--- config.mk ---
export PLATFORM = sky130hd
export DESIGN_NAME = gcfc_row_update
export DESIGN_NICKNAME = d
export VERILOG_FILES = /design/src/sv/genotype_cell_fold_counter_macros.svh /design/src/sv/gcfc_pkg.sv /design/src/sv/gcfc_row_update.sv
export SDC_FILE = /design/constraint.sdc
export NUM_CORES = 1
export LEC_CHECK = 0
export BUFFER_PORTS_ARGS = -buffer_cell sky130_fd_sc_hd__buf_2
export CORE_AREA = 4 4 209 211
export DETAILED_ROUTE_END_ITERATION = 8
export DIE_AREA = 0 0 213 215
export REMOVE_ABC_BUFFERS = 1
export SLEW_MARGIN = 20
export SYNTH_ARGS = -nofsm -noshare
export SYNTH_HDL_FRONTEND = slang
export SYNTH_SLANG_ARGS = --single-unit
--- constraint.sdc ---
create_clock -name vclk -period 1.95
set_input_delay 0.0975 -clock vclk [all_inputs]
set_output_delay 0.0975 -clock vclk [all_outputs]
set_load 0.02 [all_outputs]
--- src/sv/genotype_cell_fold_counter_macros.svh ---
// Assertion macros for the counter RTL.
`ifndef GENOTYPE_CELL_FOLD_COUNTER_MACROS_SVH
`define GENOTYPE_CELL_FOLD_COUNTER_MACROS_SVH

// Property checked on every clock edge outside reset.
`define GCFC_ASSERT(label, prop, msg) \
  label: assert property (@(posedge clk_i) disable iff (!rst_ni) prop) else $error(msg);

// Condition that must never be true outside reset.
`define GCFC_ASSERT_NEVER(label, cond, msg) \
  label: assert property (@(posedge clk_i) disable iff (!rst_ni) !(cond)) else $error(msg);

`endif

--- src/sv/gcfc_pkg.sv ---
// Shared types, constants and helpers of the genotype cell fold counter.
`timescale 1ns / 1ps

package gcfc_pkg;

  localparam int MAX_ORDER_DEF = 4;
  localparam int FOLD_CNT_DEF  = 16;

  localparam int GENO_FIELDS = 4;
  localparam int FOLD_BITS   = 16;
  localparam int COUNT_W     = 16;
  localparam int ORDER_W     = 3;
  localparam int CELL_W      = 7;   // largest cell index is 80 (four SNPs)

  localparam logic [COUNT_W-1:0] COUNT_MAX       = '1;
  localparam logic [1:0]         GENO_MISSING    = 2'd3;
  localparam logic [ORDER_W-1:0] SNP_ORDER_RESET = 3'd2;

  typedef enum logic [1:0] {
    FUNC_ACC   = 2'd0,
    FUNC_READ  = 2'd1,
    FUNC_CLEAR = 2'd2
  } func_e;

  typedef struct packed {
    logic [1:0]           func;
    logic [1:0]           geno_0;
    logic [1:0]           geno_1;
    logic [1:0]           geno_2;
    logic [1:0]           geno_3;
    logic                 is_affected;
    logic [FOLD_BITS-1:0] fold_bits;
    logic [3:0]           read_fold;
  } req_t;

  typedef struct packed {
    logic [COUNT_W-1:0] count_value;
    logic               count_saturated;
  } rsp_t;

  typedef logic [ORDER_W-1:0] cfg_t;

  // decoded genotype tuple
  typedef struct packed {
    logic              missing;
    logic [CELL_W-1:0] idx;
  } cell_t;

  function automatic int pow3(int n);
    int r;
    r = 1;
    for (int i = 0; i < n; i++) begin
      r = r * 3;
    end
    return r;
  endfunction

endpackage

--- src/sv/gcfc_row_update.sv ---
// Per-fold saturating increment of one counter row and fold select for reads.
`timescale 1ns / 1ps

module gcfc_row_update #(
  parameter int FOLD_CNT = gcfc_pkg::FOLD_CNT_DEF
) (
  input  logic [FOLD_CNT*gcfc_pkg::COUNT_W-1:0] row_i,
  input  logic [gcfc_pkg::FOLD_BITS-1:0]        fold_bits_i,
  input  logic [3:0]                            read_fold_i,
  output logic [FOLD_CNT*gcfc_pkg::COUNT_W-1:0] row_o,
  output logic [gcfc_pkg::COUNT_W-1:0]          count_o
);

  localparam int W = gcfc_pkg::COUNT_W;

  for (genvar f = 0; f < FOLD_CNT; f++) begin : g_lane
    logic [W-1:0] cur;
    assign cur = row_i[f*W +: W];
    if (f < gcfc_pkg::FOLD_BITS) begin : g_cnt
      assign row_o[f*W +: W] =
        (fold_bits_i[f] && (cur != gcfc_pkg::COUNT_MAX)) ? cur + 1'b1 : cur;
    end else begin : g_keep
      // no fold bit reaches this lane
      assign row_o[f*W +: W] = cur;
    end
  end

  always_comb begin
    count_o = '0;
    for (int f = 0; f < FOLD_CNT; f++) begin
      if (32'(read_fold_i) == f) begin
        count_o = row_i[f*W +: W];
      end
    end
  end

endmodule

Word level (Yosys, flattened, before mapping):

Cells that the tools add are included.
W data, S select, Z words.

* bits in registers: 0
* input port bits: 276
* logic and storage cells: 96

* $add $sub $neg: 16
* equal/unequal tests: 31
* multiplexer cells: 32
* reductions and logical operators: 17

Operators with widths (count)
* $mux W16: 32
* $add A16 B1 Y16 const B: 16
* $ne A16 B16 Y1 const B: 16
* $eq A4 B4 Y1 const B: 8
* $eq A4 B3 Y1 const B: 4
* $logic_and A1 B1 Y1: 16
* $eq A4 B2 Y1 const B: 2
* $eq A4 B1 Y1 const B: 1
* $logic_not A4 Y1: 1

Longest topological paths before layout:

* depth in word-level cells: 17
* mapped depth: 9
* gate-level depth less buffers: 6

Worst setup path before layout:

Ideal clock, no wire load.

* path kind: in2out
* start: input read_fold_i[0]
* end: output count_o[14] (netlist name)
* arrival time: 1.728 ns
* slack: 0.125 ns
* cell stages on the path: 7
* buffers on the path: 4
* path through: buf_4 -> buf_6 -> buf_4 -> buf_4 -> a21oi_1 -> o221a_2 -> nor4_1

* cells in the longest elaborated chain, start to end: 17

Ends and longest elaborated chain
* from (decl): line gcfc_row_update.sv:9 `input logic [3:0] read_fold_i,`
* $logic_not A4 Y1: line gcfc_row_update.sv:31 `if (32'(read_fold_i) == f) begin`
* $mux W16 (15 in a row): line gcfc_row_update.sv:31
* $mux W16 *: line gcfc_row_update.sv:31
* to (decl): line gcfc_row_update.sv:11 `output logic [gcfc_pkg::COUNT_W-1:0] count_o`

Mark *: on every way between the ends. The rest lies on a longest branch, timed or not.

Worst setup path in the final report:

* start: input read_fold_i[2]
* end: output count_o[6] (netlist name)

The elaborated chain is that of the path after synthesis.

==> summary.md <==
| Metric | Value |
|---|---|
| Setup Crit Path Kind | `in2out` |
| Cell type with the highest aggregate area in the netlist | `sky130_fd_sc_hd__xnor2_1` |
| Number of I/O port buffers | `548` |
| Relative slew margins | `0.6540` |
| Count of synthesis-stage warnings from yosys | `0` |
| Utilization after layout | `0.2984` |
| Sw Ratio | `0.6310` |
| Layout-stage area growth over the synthesis result | `55.87%` |
| Area of the die | `between 0.04 and 0.05 mm^2` |
| Io pins | `between 500 and 600` |
| First-pass GRT wire length | `slightly above 80000 um` |
| Sequential cell area | `0 um^2` |
| Antenna violations before repair | `11` |
| Maximum vdd drop | `about 0.00013 V` |
| Count of vias placed by the detailed router | `~12000` |
| Number of fillers in the final layout | `roughly 4700` |
| Share of layout cells above drive strength 1 | `0.4259` |
| First-pass iteration count of the detailed router | `5` |
| DP Wirelength | `between 50000 and 60000 um` |
| X dimension of the die | `~210 um` |
| Most common cell type on the critical path | `sky130_fd_sc_hd__buf_4` |
| Standard-cell rows | `75` |
| Transition time at the pin with the least slew margin | `approximately 0.51 ns` |
| Max Cap Violations | `0` |
| Crit-path max cell delay | `about 0.3 ns` |
| Dominant cells by area after synthesis | `sky130_fd_sc_hd__xnor2_1 (15%), sky130_fd_sc_hd__xor2_1 (8.4%), sky130_fd_sc_hd__nand3_1 (6.1%)` |
| Achievable frequency | `slightly above 500 MHz` |
| Final hold slack | `0.5339 ns` |
| Synthesized instance count | `1193` |
| Commonest cells after routing, fill and taps aside | `sky130_fd_sc_hd__buf_2 (543), sky130_fd_sc_hd__buf_4 (141), sky130_fd_sc_hd__xnor2_1 (140)` |
| Share of power burned in the clock network | `0` |
| Residual DRC | `0` |
| Arrival @ worst endpoint | `1.84 ns` |
| Total routing usage reported by global routing | `0.2342` |
| Summed instance area of the synthesized netlist | `between 0.007 and 0.008 mm^2` |
| Area of the core region | `around 0.042 mm^2` |
| Via count of the first global-routing pass | `around 12000` |
| Antenna viol nets, final | `0` |
| Nets@finish | `roughly 2100` |
| Via/cell ratio | `approximately 5.3` |
| Combinational fraction of design power | `1.000` |
| Routed WL | `~59000 um` |
| Slowest cell on the critical path | `sky130_fd_sc_hd__o22ai_1` |
| Net switching component of the power | `about 2 mW` |
| Status | `finished, final reports clean` |
| CP cell instances | `buf_4 -> buf_4 -> nor2_1 -> nand2_1 -> o22ai_1 -> o221a_2 -> a2bb2oi_1 -> buf_2` |
| Hold crit path type | `in2out` |
| Remaining global-route overflow | `0` |
| Effective utilization at floorplan | `0.1915` |
| Endpoint required time on the critical path | `between 1.5 and 2 ns` |
| Setup crit end kind | `output pin` |
| Cell family with the largest share of critical-path delay | `compound AO/OA/AOI/OAI gates` |
| Final worst path period share | `0.9942` |
| Setup violators final | `0` |
| Number of sequential storage elements | `0` |
| Distinct cells, synth | `79` |
| Violation count after the first detailed-routing iteration | `between 900 and 1000` |
| Power Dens Cells | `262.0 mW/mm^2` |
| Final slew viol count | `0` |
| Reported leakage power | `between 5 and 6 nW` |
| Number of buffer and inverter instances along the worst setup path | `3` |
| Routed wirelength normalized by instance count | `roughly 25 um` |
| Part of the Yosys area used for sequential elements | `0` |
| Number of standard cells in the final layout excluding fillers | `approximately 2400` |
| Mean instance size in the synthesized netlist | `approximately 6.7 um^2` |
| Vert. Die Dim | `roughly 220 um` |
| RSZ-0062 raised after global routing | `true` |
| Gpl congestion | `approximately 0.96` |
| Pin count of the biggest net entering global routing | `31` |
| Number of hold violations in the final report | `0` |
| Min cycle time layout | `1.939 ns` |
| Part of the total power dissipated in sequential elements | `0` |
| Clock buffers | `0` |
| Most common cell after layout, fill and taps aside | `sky130_fd_sc_hd__buf_2` |
| Internal power contribution | `~1.2 mW` |
| Number of cells in the design after placement | `2367` |
| Critical Path Start Type | `input port` |
| Max FO, Critical Path | `13` |
| Area share of the largest cell type after synthesis | `0.1534` |
metal layers:
metal	global-route usage	share of wire	vias to the layer above
met5	0	0.0013	-
met4	0.05304	0.025	12
met3	0.03223	0.066	76
met2	0.4347	0.51	643
met1	0.2834	0.40	6020
li1	-	-	5736
cell usage after synthesis (3+ instances only):
master                      number
sky130_fd_sc_hd__a211o_1         5
sky130_fd_sc_hd__a211oi_1       11
sky130_fd_sc_hd__a21o_1          3
sky130_fd_sc_hd__a21oi_1        73
sky130_fd_sc_hd__a221oi_1        3
sky130_fd_sc_hd__a22oi_1        12
sky130_fd_sc_hd__a2bb2oi_1       9
sky130_fd_sc_hd__a31oi_1         9
sky130_fd_sc_hd__a41oi_1         3
sky130_fd_sc_hd__and2_1          8
sky130_fd_sc_hd__and3_1         54
sky130_fd_sc_hd__and4_1         23
sky130_fd_sc_hd__buf_1           3
sky130_fd_sc_hd__buf_2          21
sky130_fd_sc_hd__buf_4           7
sky130_fd_sc_hd__buf_6           3
sky130_fd_sc_hd__clkbuf_1       21
sky130_fd_sc_hd__ha_1           16
sky130_fd_sc_hd__inv_1          30
sky130_fd_sc_hd__mux2_2         19
sky130_fd_sc_hd__mux2i_1        34
sky130_fd_sc_hd__mux4_2         15
sky130_fd_sc_hd__nand2_1       124
sky130_fd_sc_hd__nand2b_1       14
sky130_fd_sc_hd__nand3_1        98
sky130_fd_sc_hd__nand3b_1        3
sky130_fd_sc_hd__nand4_1        50
sky130_fd_sc_hd__nor2_1         94
sky130_fd_sc_hd__nor2b_1         6
sky130_fd_sc_hd__nor3_1         44
sky130_fd_sc_hd__nor3b_1         4
sky130_fd_sc_hd__nor4_1          8
sky130_fd_sc_hd__nor4b_1         4
sky130_fd_sc_hd__o2111ai_1       5
sky130_fd_sc_hd__o21a_1          4
sky130_fd_sc_hd__o21ai_0        55
sky130_fd_sc_hd__o221a_2        10
sky130_fd_sc_hd__o221ai_1        6
sky130_fd_sc_hd__o22ai_1        18
sky130_fd_sc_hd__o31ai_1         3
sky130_fd_sc_hd__xnor2_1       140
sky130_fd_sc_hd__xor2_1         77
worst min-delay path: stages:
cell	delay [ns]
sky130_fd_sc_hd__buf_2	0.11
sky130_fd_sc_hd__xnor2_1	0.07
sky130_fd_sc_hd__buf_2	0.15
power groups by stage:
stage,combinational (mW),sequential [mW],clock (mW)
floorplan,1.39,0,0
global placement,3.19,0,0
detailed placement,3.20,0,0
CTS,3.24,0,0
global route,3.45,0,0.000000207
finish,3.27,0,0.000000414
logic make-up (layout without fill, tap and decap cells):
kind of cell | after synthesis | in the layout | share of synthesized area
fa+ha+maj | 16 | 16 | 0.02504
other cells | 0 | 6 | 0
mux | 70 | 70 | 0.1149
xor+xnor | 217 | 217 | 0.2377
simple gates | 552 | 552 | 0.3601
compound gates | 250 | 250 | 0.2113
buf+inv | 88 | 724 | 0.05102
path summary, 6_finish.rpt:
path            from    endpoint  slack (ns)  depth (start not counted)
max   read_fold_i[2]  count_o[6]        0.01                          8
min       row_i[167]  row_o[167]        0.53                          3
per-stage QoR:
| step | TNS [ns] | power, mW | setup WS, ns | area (um^2) |
|---|---|---|---|---|
| after floorplan | 0 | 1.388 | 0.03598 | 7704 |
| after global placement | -0.5879 | 3.195 | -0.2068 | 12260 |
| after detailed placement | -1.055 | 3.197 | -0.2810 | 12260 |
| after CTS | 0 | 3.241 | 0.001985 | 12350 |
| after global routing | -0.08248 | 3.453 | -0.05281 | 12450 |
| final | 0 | 3.265 | 0.01134 | 12460 |
layout make-up:
type / instances / area [um^2] / share of cell area
timing repair buffer: 693 / 3941 / 0.3163
tap: 539 / 674.4 / 0.05412
multi-input combinational: 1105 / 7715 / 0.6191
antenna: 6 / 15.01 / 0.001205
inverter: 31 / 116.4 / 0.009337
what timing repair did:
item / 4_1_cts / 5_1_grt
setup buffers: 0 / 1
pin swaps: 0 / 5
endpoints found under the setup margin: 13 / 26
hold buffers: 0 / 0
gates resized for setup: 12 / 22
gates cloned: 1 / 0
(Power assumes the default switching activity.)
