==> src/sv/genotype_cell_fold_counter_macros.svh <==
// Assertion macros for the counter RTL.
`ifndef GENOTYPE_CELL_FOLD_COUNTER_MACROS_SVH
`define GENOTYPE_CELL_FOLD_COUNTER_MACROS_SVH

// Property checked on every clock edge outside reset.
`define GCFC_ASSERT(label, prop, msg) \
  label: assert property (@(posedge clk_i) disable iff (!rst_ni) prop) else $error(msg);

// Condition that must never be true outside reset.
`define GCFC_ASSERT_NEVER(label, cond, msg) \
  label: assert property (@(posedge clk_i) disable iff (!rst_ni) !(cond)) else $error(msg);

`endif

==> src/sv/gcfc_pkg.sv <==
// Shared types, constants and helpers of the genotype cell fold counter.
`timescale 1ns / 1ps

package gcfc_pkg;

  localparam int MAX_ORDER_DEF = 4;
  localparam int FOLD_CNT_DEF  = 16;

  localparam int GENO_FIELDS = 4;
  localparam int FOLD_BITS   = 16;
  localparam int COUNT_W     = 16;
  localparam int ORDER_W     = 3;
  localparam int CELL_W      = 7;   // largest cell index is 80 (four SNPs)

  localparam logic [COUNT_W-1:0] COUNT_MAX       = '1;
  localparam logic [1:0]         GENO_MISSING    = 2'd3;
  localparam logic [ORDER_W-1:0] SNP_ORDER_RESET = 3'd2;

  typedef enum logic [1:0] {
    FUNC_ACC   = 2'd0,
    FUNC_READ  = 2'd1,
    FUNC_CLEAR = 2'd2
  } func_e;

  typedef struct packed {
    logic [1:0]           func;
    logic [1:0]           geno_0;
    logic [1:0]           geno_1;
    logic [1:0]           geno_2;
    logic [1:0]           geno_3;
    logic                 is_affected;
    logic [FOLD_BITS-1:0] fold_bits;
    logic [3:0]           read_fold;
  } req_t;

  typedef struct packed {
    logic [COUNT_W-1:0] count_value;
    logic               count_saturated;
  } rsp_t;

  typedef logic [ORDER_W-1:0] cfg_t;

  // decoded genotype tuple
  typedef struct packed {
    logic              missing;
    logic [CELL_W-1:0] idx;
  } cell_t;

  function automatic int pow3(int n);
    int r;
    r = 1;
    for (int i = 0; i < n; i++) begin
      r = r * 3;
    end
    return r;
  endfunction

endpackage

==> src/sv/gcfc_cell_index.sv <==
// Genotype tuple to cell index decode, with missing-genotype detection.
`timescale 1ns / 1ps

module gcfc_cell_index #(
  parameter int MAX_ORDER = gcfc_pkg::MAX_ORDER_DEF
) (
  input  gcfc_pkg::req_t                    req_i,
  input  logic [gcfc_pkg::ORDER_W-1:0]      snp_order_i,
  output gcfc_pkg::cell_t                   cell_o
);

  localparam int ORDER_CAP =
    (MAX_ORDER < gcfc_pkg::GENO_FIELDS) ? MAX_ORDER : gcfc_pkg::GENO_FIELDS;

  localparam logic [gcfc_pkg::CELL_W-1:0] WEIGHT [gcfc_pkg::GENO_FIELDS] =
    '{7'd1, 7'd3, 7'd9, 7'd27};

  logic [gcfc_pkg::ORDER_W-1:0] order;
  logic [1:0]                   geno [gcfc_pkg::GENO_FIELDS];

  assign geno[0] = req_i.geno_0;
  assign geno[1] = req_i.geno_1;
  assign geno[2] = req_i.geno_2;
  assign geno[3] = req_i.geno_3;

  // clamp order into 1..cap
  always_comb begin
    order = snp_order_i;
    if (order == '0) begin
      order = gcfc_pkg::ORDER_W'(1);
    end
    if (order > gcfc_pkg::ORDER_W'(ORDER_CAP)) begin
      order = gcfc_pkg::ORDER_W'(ORDER_CAP);
    end
  end

  always_comb begin
    cell_o = '0;
    for (int j = 0; j < gcfc_pkg::GENO_FIELDS; j++) begin
      if (gcfc_pkg::ORDER_W'(j) < order) begin
        if (geno[j] == gcfc_pkg::GENO_MISSING) begin
          cell_o.missing = 1'b1;
        end
        cell_o.idx = cell_o.idx + (gcfc_pkg::CELL_W'(geno[j]) * WEIGHT[j]);
      end
    end
  end

endmodule

==> config.mk <==
export PLATFORM = sky130hd
export DESIGN_NAME = gcfc_cell_index
export DESIGN_NICKNAME = d
export VERILOG_FILES = /design/src/sv/genotype_cell_fold_counter_macros.svh /design/src/sv/gcfc_pkg.sv /design/src/sv/gcfc_cell_index.sv
export SDC_FILE = /design/constraint.sdc
export NUM_CORES = 1
export LEC_CHECK = 0
export ABC_AREA = 1
export BUFFER_PORTS_ARGS = -buffer_cell sky130_fd_sc_hd__buf_4
export CAP_MARGIN = 5
export CORE_MARGIN = 3
export CORE_UTILIZATION = 50
export DETAILED_ROUTE_END_ITERATION = 7
export GPL_TIMING_DRIVEN = 0
export PLACE_DENSITY = 0.86
export SYNTH_ARGS = -nofsm -noshare
export SYNTH_HDL_FRONTEND = slang
export SYNTH_SLANG_ARGS = --single-unit
export TNS_END_PERCENT = 20
==> constraint.sdc <==
create_clock -name vclk -period 9.7
set_input_delay 0.485 -clock vclk [all_inputs]
set_output_delay 0.485 -clock vclk [all_outputs]
set_load 0.02 [all_outputs]
* Word level (Yosys, flattened, before mapping)
Cells that the tools add are included.
** Cells by class
- Add/subtract/negate cells :: 3
- Multipliers :: 3
- $lt $le $gt $ge :: 5
- Eq/ne operators :: 4
- Muxes and demuxes :: 10
- Reductions and logical operators :: 1
** Operators with widths (number)
- $mux 8 :: 4
- $eq 2x2->1 const B :: 4
- $add 7x4->7 :: 1
- $add 7x6->7 :: 1
- $add 7x7->7 :: 1
- $mul 2x5->7 const B :: 1
- $lt 1x3->1 const A :: 2
- $lt 2x3->1 const A :: 2
- $mul 2x4->6 const B :: 1
- $mux 3 :: 2
- $mul 2x2->4 const B :: 1
- $mux 1 :: 4
- $gt 3x3->1 const B :: 1
- $logic_not 3->1 :: 1
** Word-level totals
- Register bits after elaboration :: 0
- Output and inout port bits :: 8
- Word-level logic and storage cells :: 26

* Logic depth before layout (Yosys ltp)
Gate-level depths: netlist (run 1).
- Word-level depth :: 12
- Mapped depth :: 23

* Worst setup path before layout (run 1)
No wires, ideal clock.
- Path kind :: input port to output port
- From :: input port req_i[25] in the netlist's numbering
- To :: output port cell_o[5] in the netlist's numbering
- Data arrival time :: 3934 ps
- Required time :: 9215 ps
- Setup slack :: 5281 ps
- Cell stages on the path :: 22
- Buffers on the path :: 0
- Cell sequence :: inv_1 > fa_1 > inv_1 > ha_1 > inv_1 > o21ai_0 > ha_1 > ha_1 > inv_1 > fa_1 > inv_1 > o21ai_1 > inv_1 > ha_1 > inv_1 > fa_1 > inv_1 > nand3_1 > nand2_1 > nand2_1 > nand3_1 > o21ai_0
** RTL lines
- from (decl) :: RTL line gcfc_cell_index.sv:7 : input gcfc_pkg::req_t req_i,
- to (decl) :: RTL line gcfc_cell_index.sv:9 : output gcfc_pkg::cell_t cell_o

==> metrics.md, run 1 <==
| Metric | Value |
|---|---|
| Status | complete, no violations |
| Vias in the first global route | 808 |
| Yosys top cell by area | ha_1 |
| Ant. Diodes | 0 |
| Net Sw Frac | 0.5869 |
| CP Data Required Time | 9.22 ns |
| Vias | 881 |
| TritonRoute pass-1 iters | 4 |
| Fin util | 0.6573 |
| Initial antenna violation count | 0 |
| Area share of the largest cell type after synthesis | 0.2758 |
| Relative slew margins | 0.8239 |
| Max-slew violation count | 0 |
| Most common cell in the netlist | inv_1 |
| Largest net degree at the start of global routing | 11 |
| Critical Path Slowest Stage Cell | fa_1 |
| Synth Area in Compound Gates | 0.1147 |
| Avg Cell Area, Syn | 6.482 um2 |
| Final Instance Area | 1025 um2 |
| Reg area | 0 um2 |
| CP Max Fanout | 3 |
| Critical path type | in -> out |
| Synth cell count leaders | inv_1, nand2_1, ha_1 |
| Layout cells sized above 1 | 0.2039 |
| Hold endpoint | cell_o[7] |
| Number of max-cap violations | 0 |
| Post-route setup TNS | 0 ns |
| Leak Pwr | 0.6342 nW |
| Final Hold Viols | 0 |
| Switching component of the power | 0.06694 mW |
| Number of placed instances, taps included | 168 |
| Gr usage total | 0.1776 |
| Post-Syn Nets | 192 |
| Seq cells | 0 |
| Area growth syn-to-layout | 18.87% |
| PortBufs | 19 |
| Multi-input logic area | 708.2 um2 |
| Largest family of logic cells by synthesized area | adder cells |
| Initial Utilization | 0.5530 |
| Worst-Margin Slew | 0.2635 ns |
| Die area | 2258 um2 |
| Hold Crit Class | in -> out |
| Synthesis Warnings | 0 |
| ANT nets after route | 0 |
| Clock power frac | 0 |
| Slack of the critical path | 4.833 ns |
| Post-synthesis adder-cell area fraction | 0.4151 |
| First-pass GRT wire length | 3084 um |
| Critical path endpoint category | primary output |
| Comb power frac | 1.000 |
| Max Clock Freq | 205.4 MHz |
| Worst vdd ir | 0.06839 mV |
| DR iter-0 viols | 14 |
| Dpl cell area | 1025 um2 |
| Cell variety after synth | 23 |
| Critical Path AT | 4.38 ns |
| Xor/xnor share of the synthesized area | 0.01016 |
| Fin crit period | 4.867 ns |
| RSZ-0062 raised after global routing | no |
| GPL Wtd Cong | 0.7854 |
| Setup WS pre-CTS | 4.841 ns |
| CP Buf/Inv Count | 10 |
| Hpwl dp | 1677 um |
| Setup violators final | 0 |
| Die height | 47.52 um |
| Fraction of the cycle the final worst path needs | 0.5018 |
| # resized after CTS | 0 |
| Fillers | 142 |
| Mapped cell area | 862.1 um2 |
| Crit path top cell by count | inv_1 |
| Startpoint type of the worst setup path | primary input |
| Worst Hold Depth | 4 |
| Final Instance Count excl. Fillers | 168 |
| Hold Buf Count CTS | 0 |
| CP top delay family | adder cells |
| I/O pin count | 42 |
| Cells after synthesis | 133 |
| DR WL/cell | 10.90 um |
| Via density | 5.244 |
| Largest cells by area after synthesis | ha_1, inv_1, fa_1 |
| Share of the yosys chip area belonging to registers | 0 |
| Pwr Density | 111.3 nW/um2 |
| Post-CTS setup buffers | 0 |
| Crit-path cells | buf_4, inv_1, fa_1, inv_1, ha_1, inv_1, o21ai_0, ha_1, ha_1, inv_1, fa_1, inv_1, o21ai_1, inv_1, ha_1, inv_1, fa_1, inv_1, nand3_1, nand2_1, nand2_1, nand3_1, o21ai_0, buf_4 |
| Count of nets after finishing | 213 |
| Final wirelength | 1832 um |
| P_int | 0.04711 mW |
| Sequential power share | 0 |
| Fraction of the mapped netlist area in simple logic gates | 0.2816 |
| Clock buf count | 0 |
| CP max stage delay | 0.53 ns |
| Die X | 47.52 um |
| Mux cell area share after synthesis | 0 |
| DRC viols | 0 |
| Min-delay src | req_i[28] |
| Row cnt | 14 |
| Core ar. | 1559 um2 |
| Grt total ovfl | 0 |
## cell families after synthesis
family / Yosys count
compound gates: 15
xor+xnor: 1
fa+ha+maj: 25
buf+inv: 39
simple gates: 53
## power by group through the flow
stage	Combinational [mW]	Clock, mW	Sequential [mW]
after global routing	0.130	0	0
final	0.114	0	0
after global placement	0.108	0	0
after CTS	0.114	0	0
after detailed placement	0.114	0	0
after floorplan	0.0795	0	0
## cell usage in the layout (no fill, tap or decap)
cell type and instances:
a21oi_1 4, a21oi_4 1, and2_1 1, buf_4 19
buf_6 1, clkbuf_1 1, fa_1 6, ha_1 19
inv_1 34, inv_2 3, nand2_1 28, nand2_2 3
nand2_4 1, nand3_1 13, nand4_1 1, nor2_1 3
nor2_2 1, o211ai_1 1, o21ai_0 4, o21ai_1 2
o21ai_2 2, o21bai_1 1, or2_1 2, xor2_1 1
## per-stage QoR
| step | hold WS, ns | total power [mW] |
|---|---|---|
| 3_3_place_gp | 1.330 | 0.1082 |
| 3_5_place_dp | 1.319 | 0.1136 |
| 2_1_floorplan | 1.197 | 0.07945 |
| 5_1_grt | 1.343 | 0.1296 |
| 4_1_cts | 1.320 | 0.1143 |
| 6_report | 1.314 | 0.1141 |
## final cells by class
| type | instances | share of cell area |
|---|---|---|
| multi-input cells | 94 | 0.6911 |
| repair buffers | 19 | 0.1392 |
| inverters | 37 | 0.1355 |
| well taps | 16 | 0.01954 |
| plain buffers | 2 | 0.01465 |
## routing by layer
metal	vias to the layer above	track usage	wire, um	share of wire
li1	448	-	-	-
met1	414	0.2337	797	0.44
met2	19	0.3262	968	0.53
met3	0	0.007519	65	0.035
met4	0	0.02210	0	0
met5	-	0	0	0
## how the worst max path moves through the flow
stage	from	end	depth (start not counted)
after detailed placement	req_i[25]	cell_o[5]	24
after global routing	req_i[25]	cell_o[5]	24
after global placement	req_i[25]	cell_o[5]	24
after CTS	req_i[25]	cell_o[5]	24
after floorplan	req_i[25]	cell_o[5]	22
final	req_i[25]	cell_o[5]	24
## worst min-delay path, stage by stage
cell and delay [ns]:
buf_4 0.09, nand2_1 0.04, nand4_1 0.08, buf_4 0.13
Power figures use the tool's default switching activity.
==> inputs of run 2 (changes only) <==
CORE_UTILIZATION = 49   (was 50)
PLACE_DENSITY = 0.84   (was 0.86)
clock period = 4.55 ns   (was 9.7 ns; I/O delays follow)
==> metrics.md, run 2 (synthesis results as in run 1) <==
| Metric | Value |
|---|---|
| Status | complete, no violations |
| Die area | 2299 um2 (+1.8%) |
| Area growth syn-to-layout | 19.30% |
| Comb power frac | 1.000 (about the same) |
| Count of nets after finishing | 213 (unchanged) |
| CP top delay family | adder cells |
| Initial Utilization | 0.5468 (-0.006144) |
| Net Sw Frac | 0.5844 (-0.002526) |
| Largest net degree at the start of global routing | 11 (unchanged) |
| Crit-path cells | buf_4, inv_1, fa_1, inv_1, ha_1, inv_1, o21ai_0, ha_1, ha_1, inv_1, fa_1, inv_1, o21ai_2, inv_1, ha_1, inv_1, fa_1, inv_1, nand3_1, nand2_1, nand2_1, nand3_1, o21ai_0, buf_4 |
| Fin util | 0.6524 (-0.004922) |
| Worst vdd ir | 0.1446 mV (+110%) |
| RSZ-0062 raised after global routing | no |
| First-pass GRT wire length | 2939 um (-4.7%) |
| P_int | 0.1012 mW (+110%) |
| Worst-Margin Slew | 0.3133 ns (+0.04983 ns) |
| Vias in the first global route | 766 (-5.2%) |
| Critical Path Slowest Stage Cell | fa_1 |
| Switching component of the power | 0.1423 mW (+110%) |
| Row cnt | 14 (unchanged) |
| Die X | 47.95 um (+0.89%) |
| TritonRoute pass-1 iters | 4 (unchanged) |
| Relative slew margins | 0.7906 (-0.03329) |
| CP max stage delay | 0.52 ns (about the same) |
| Total power | 0.2434 mW (+110%) |
| DR WL/cell | 10.85 um (-0.49%) |
| Pwr Density | 236.7 nW/um2 (+110%) |
| Startpoint type of the worst setup path | primary input |
| Number of placed instances, taps included | 168 (unchanged) |
| Crit path from | req_i[25] |
| PortBufs | 19 (unchanged) |
| Post-CTS setup buffers | 0 (unchanged) |
| Sequential power share | 0 (unchanged) |
| Ant. Diodes | 0 (unchanged) |
| Hpwl dp | 1614 um (-3.8%) |
| I/O pin count | 42 (unchanged) |
| ANT nets after route | 0 (unchanged) |
| Via density | 5.024 (-4.2%) |
| CP Data Required Time | 4.32 ns (-4.90 ns) |
| Clock power frac | 0 (unchanged) |
| Hold Crit Class | in -> out |
| Commonest non-fill, non-tap cell in the layout | inv_1 |
| Core ar. | 1577 um2 (+1.1%) |
| Critical Path AT | 4.05 ns (-0.33 ns) |
| Fraction of the cycle the final worst path needs | 0.9406 |
| Grt total ovfl | 0 (unchanged) |
| Final wirelength | 1823 um (-0.49%) |
| Setup violators final | 0 (unchanged) |
| Gr usage total | 0.1691 (-0.008585) |
| Seq cells | 0 (unchanged) |
| CP Depth | 24 (unchanged) |
| Final Hold Viols | 0 (unchanged) |
| Hold Buf Count CTS | 0 (unchanged) |
| GPL Wtd Cong | 0.7844 (-0.13%) |
| Reg area | 0 um2 (unchanged) |
| Initial antenna violation count | 0 (unchanged) |
| Max-slew violation count | 0 (unchanged) |
| Critical path endpoint category | primary output |
| DRC viols | 0 (unchanged) |
| Vias | 844 (-4.2%) |
| Final Instance Count excl. Fillers | 168 (unchanged) |
| CP Buf/Inv Count | 10 (unchanged) |
| Die height | 47.95 um (+0.89%) |
| Post-route setup TNS | 0 ns (unchanged) |
| DR iter-0 viols | 12 (-2) |
| Max Clock Freq | 233.7 MHz |
| Most frequent cells in the layout | inv_1, nand2_1, ha_1, buf_4, nand3_1 |
| # resized after CTS | 0 (unchanged) |
| Worst setup endpoint | cell_o[5] |
| Fin crit period | 4.280 ns |
| Min-delay src | req_i[28] |
| Critical path type | in -> out |
| CP Max Fanout | 3 (unchanged) |
| Layout cells sized above 1 | 0.2105 (+0.006579) |
| Number of max-cap violations | 0 (unchanged) |
| Crit path top cell by count | inv_1 |
| Clock buf count | 0 (unchanged) |
| Leak Pwr | 0.6355 nW (+0.20%) |
run 2: cell counts in the layout (fill, tap and decap cells not counted):
Identical to the previous run, type by type.
run 2: metal layers:
metal | vias to the layer above | track usage | wire length, um | share of wire
met1 | 383 | 0.2137 | 840 | 0.46
met5 | - | 0 | 0 | 0
met4 | 0 | 0.005376 | 0 | 0
li1 | 451 | - | - | -
met3 | 0 | 0 | 41 | 0.022
met2 | 10 | 0.3325 | 941 | 0.52
run 2: tightest hold or removal path: cells and delay by family:
family                 cells  cell delay [ns]
buffers and inverters      2             0.22
and+or+nand+nor            2             0.12
run 2: layout make-up:
type	count	area, um2
buffer	2	15.01
fill	142	548.0
inverter	37	138.9
multi-input combinational	94	711.9
tap	16	20.02
timing repair buffer	19	142.6
run 2: stage by stage:
stage	hold WS, ns	setup slack, ns	instance area, um2
2_1_floorplan	0.6819	0.6463	862.1
4_1_cts	0.8075	0.2099	1025
3_5_place_dp	0.8075	0.2231	1025
5_1_grt	0.8496	0.01657	1028
6_report	0.8045	0.2701	1028
3_3_place_gp	0.8075	0.3053	1025
run 2: how the worst min path moves through the flow:
stage | end | slack [ns] | cells past startpoint
finish | cell_o[7] | 0.80 | 4
global route | cell_o[7] | 0.85 | 4
CTS | cell_o[7] | 0.81 | 4
detailed placement | cell_o[7] | 0.81 | 4
global placement | cell_o[7] | 0.81 | 4
floorplan | cell_o[3] | 0.68 | 3
run 2: power by group through the flow:
stage	clock, mW	combinational (mW)	sequential, mW
final	0	0.243	0
after global routing	0	0.275	0
after detailed placement	0	0.242	0
after global placement	0	0.232	0
after CTS	0	0.243	0
after floorplan	0	0.169	0
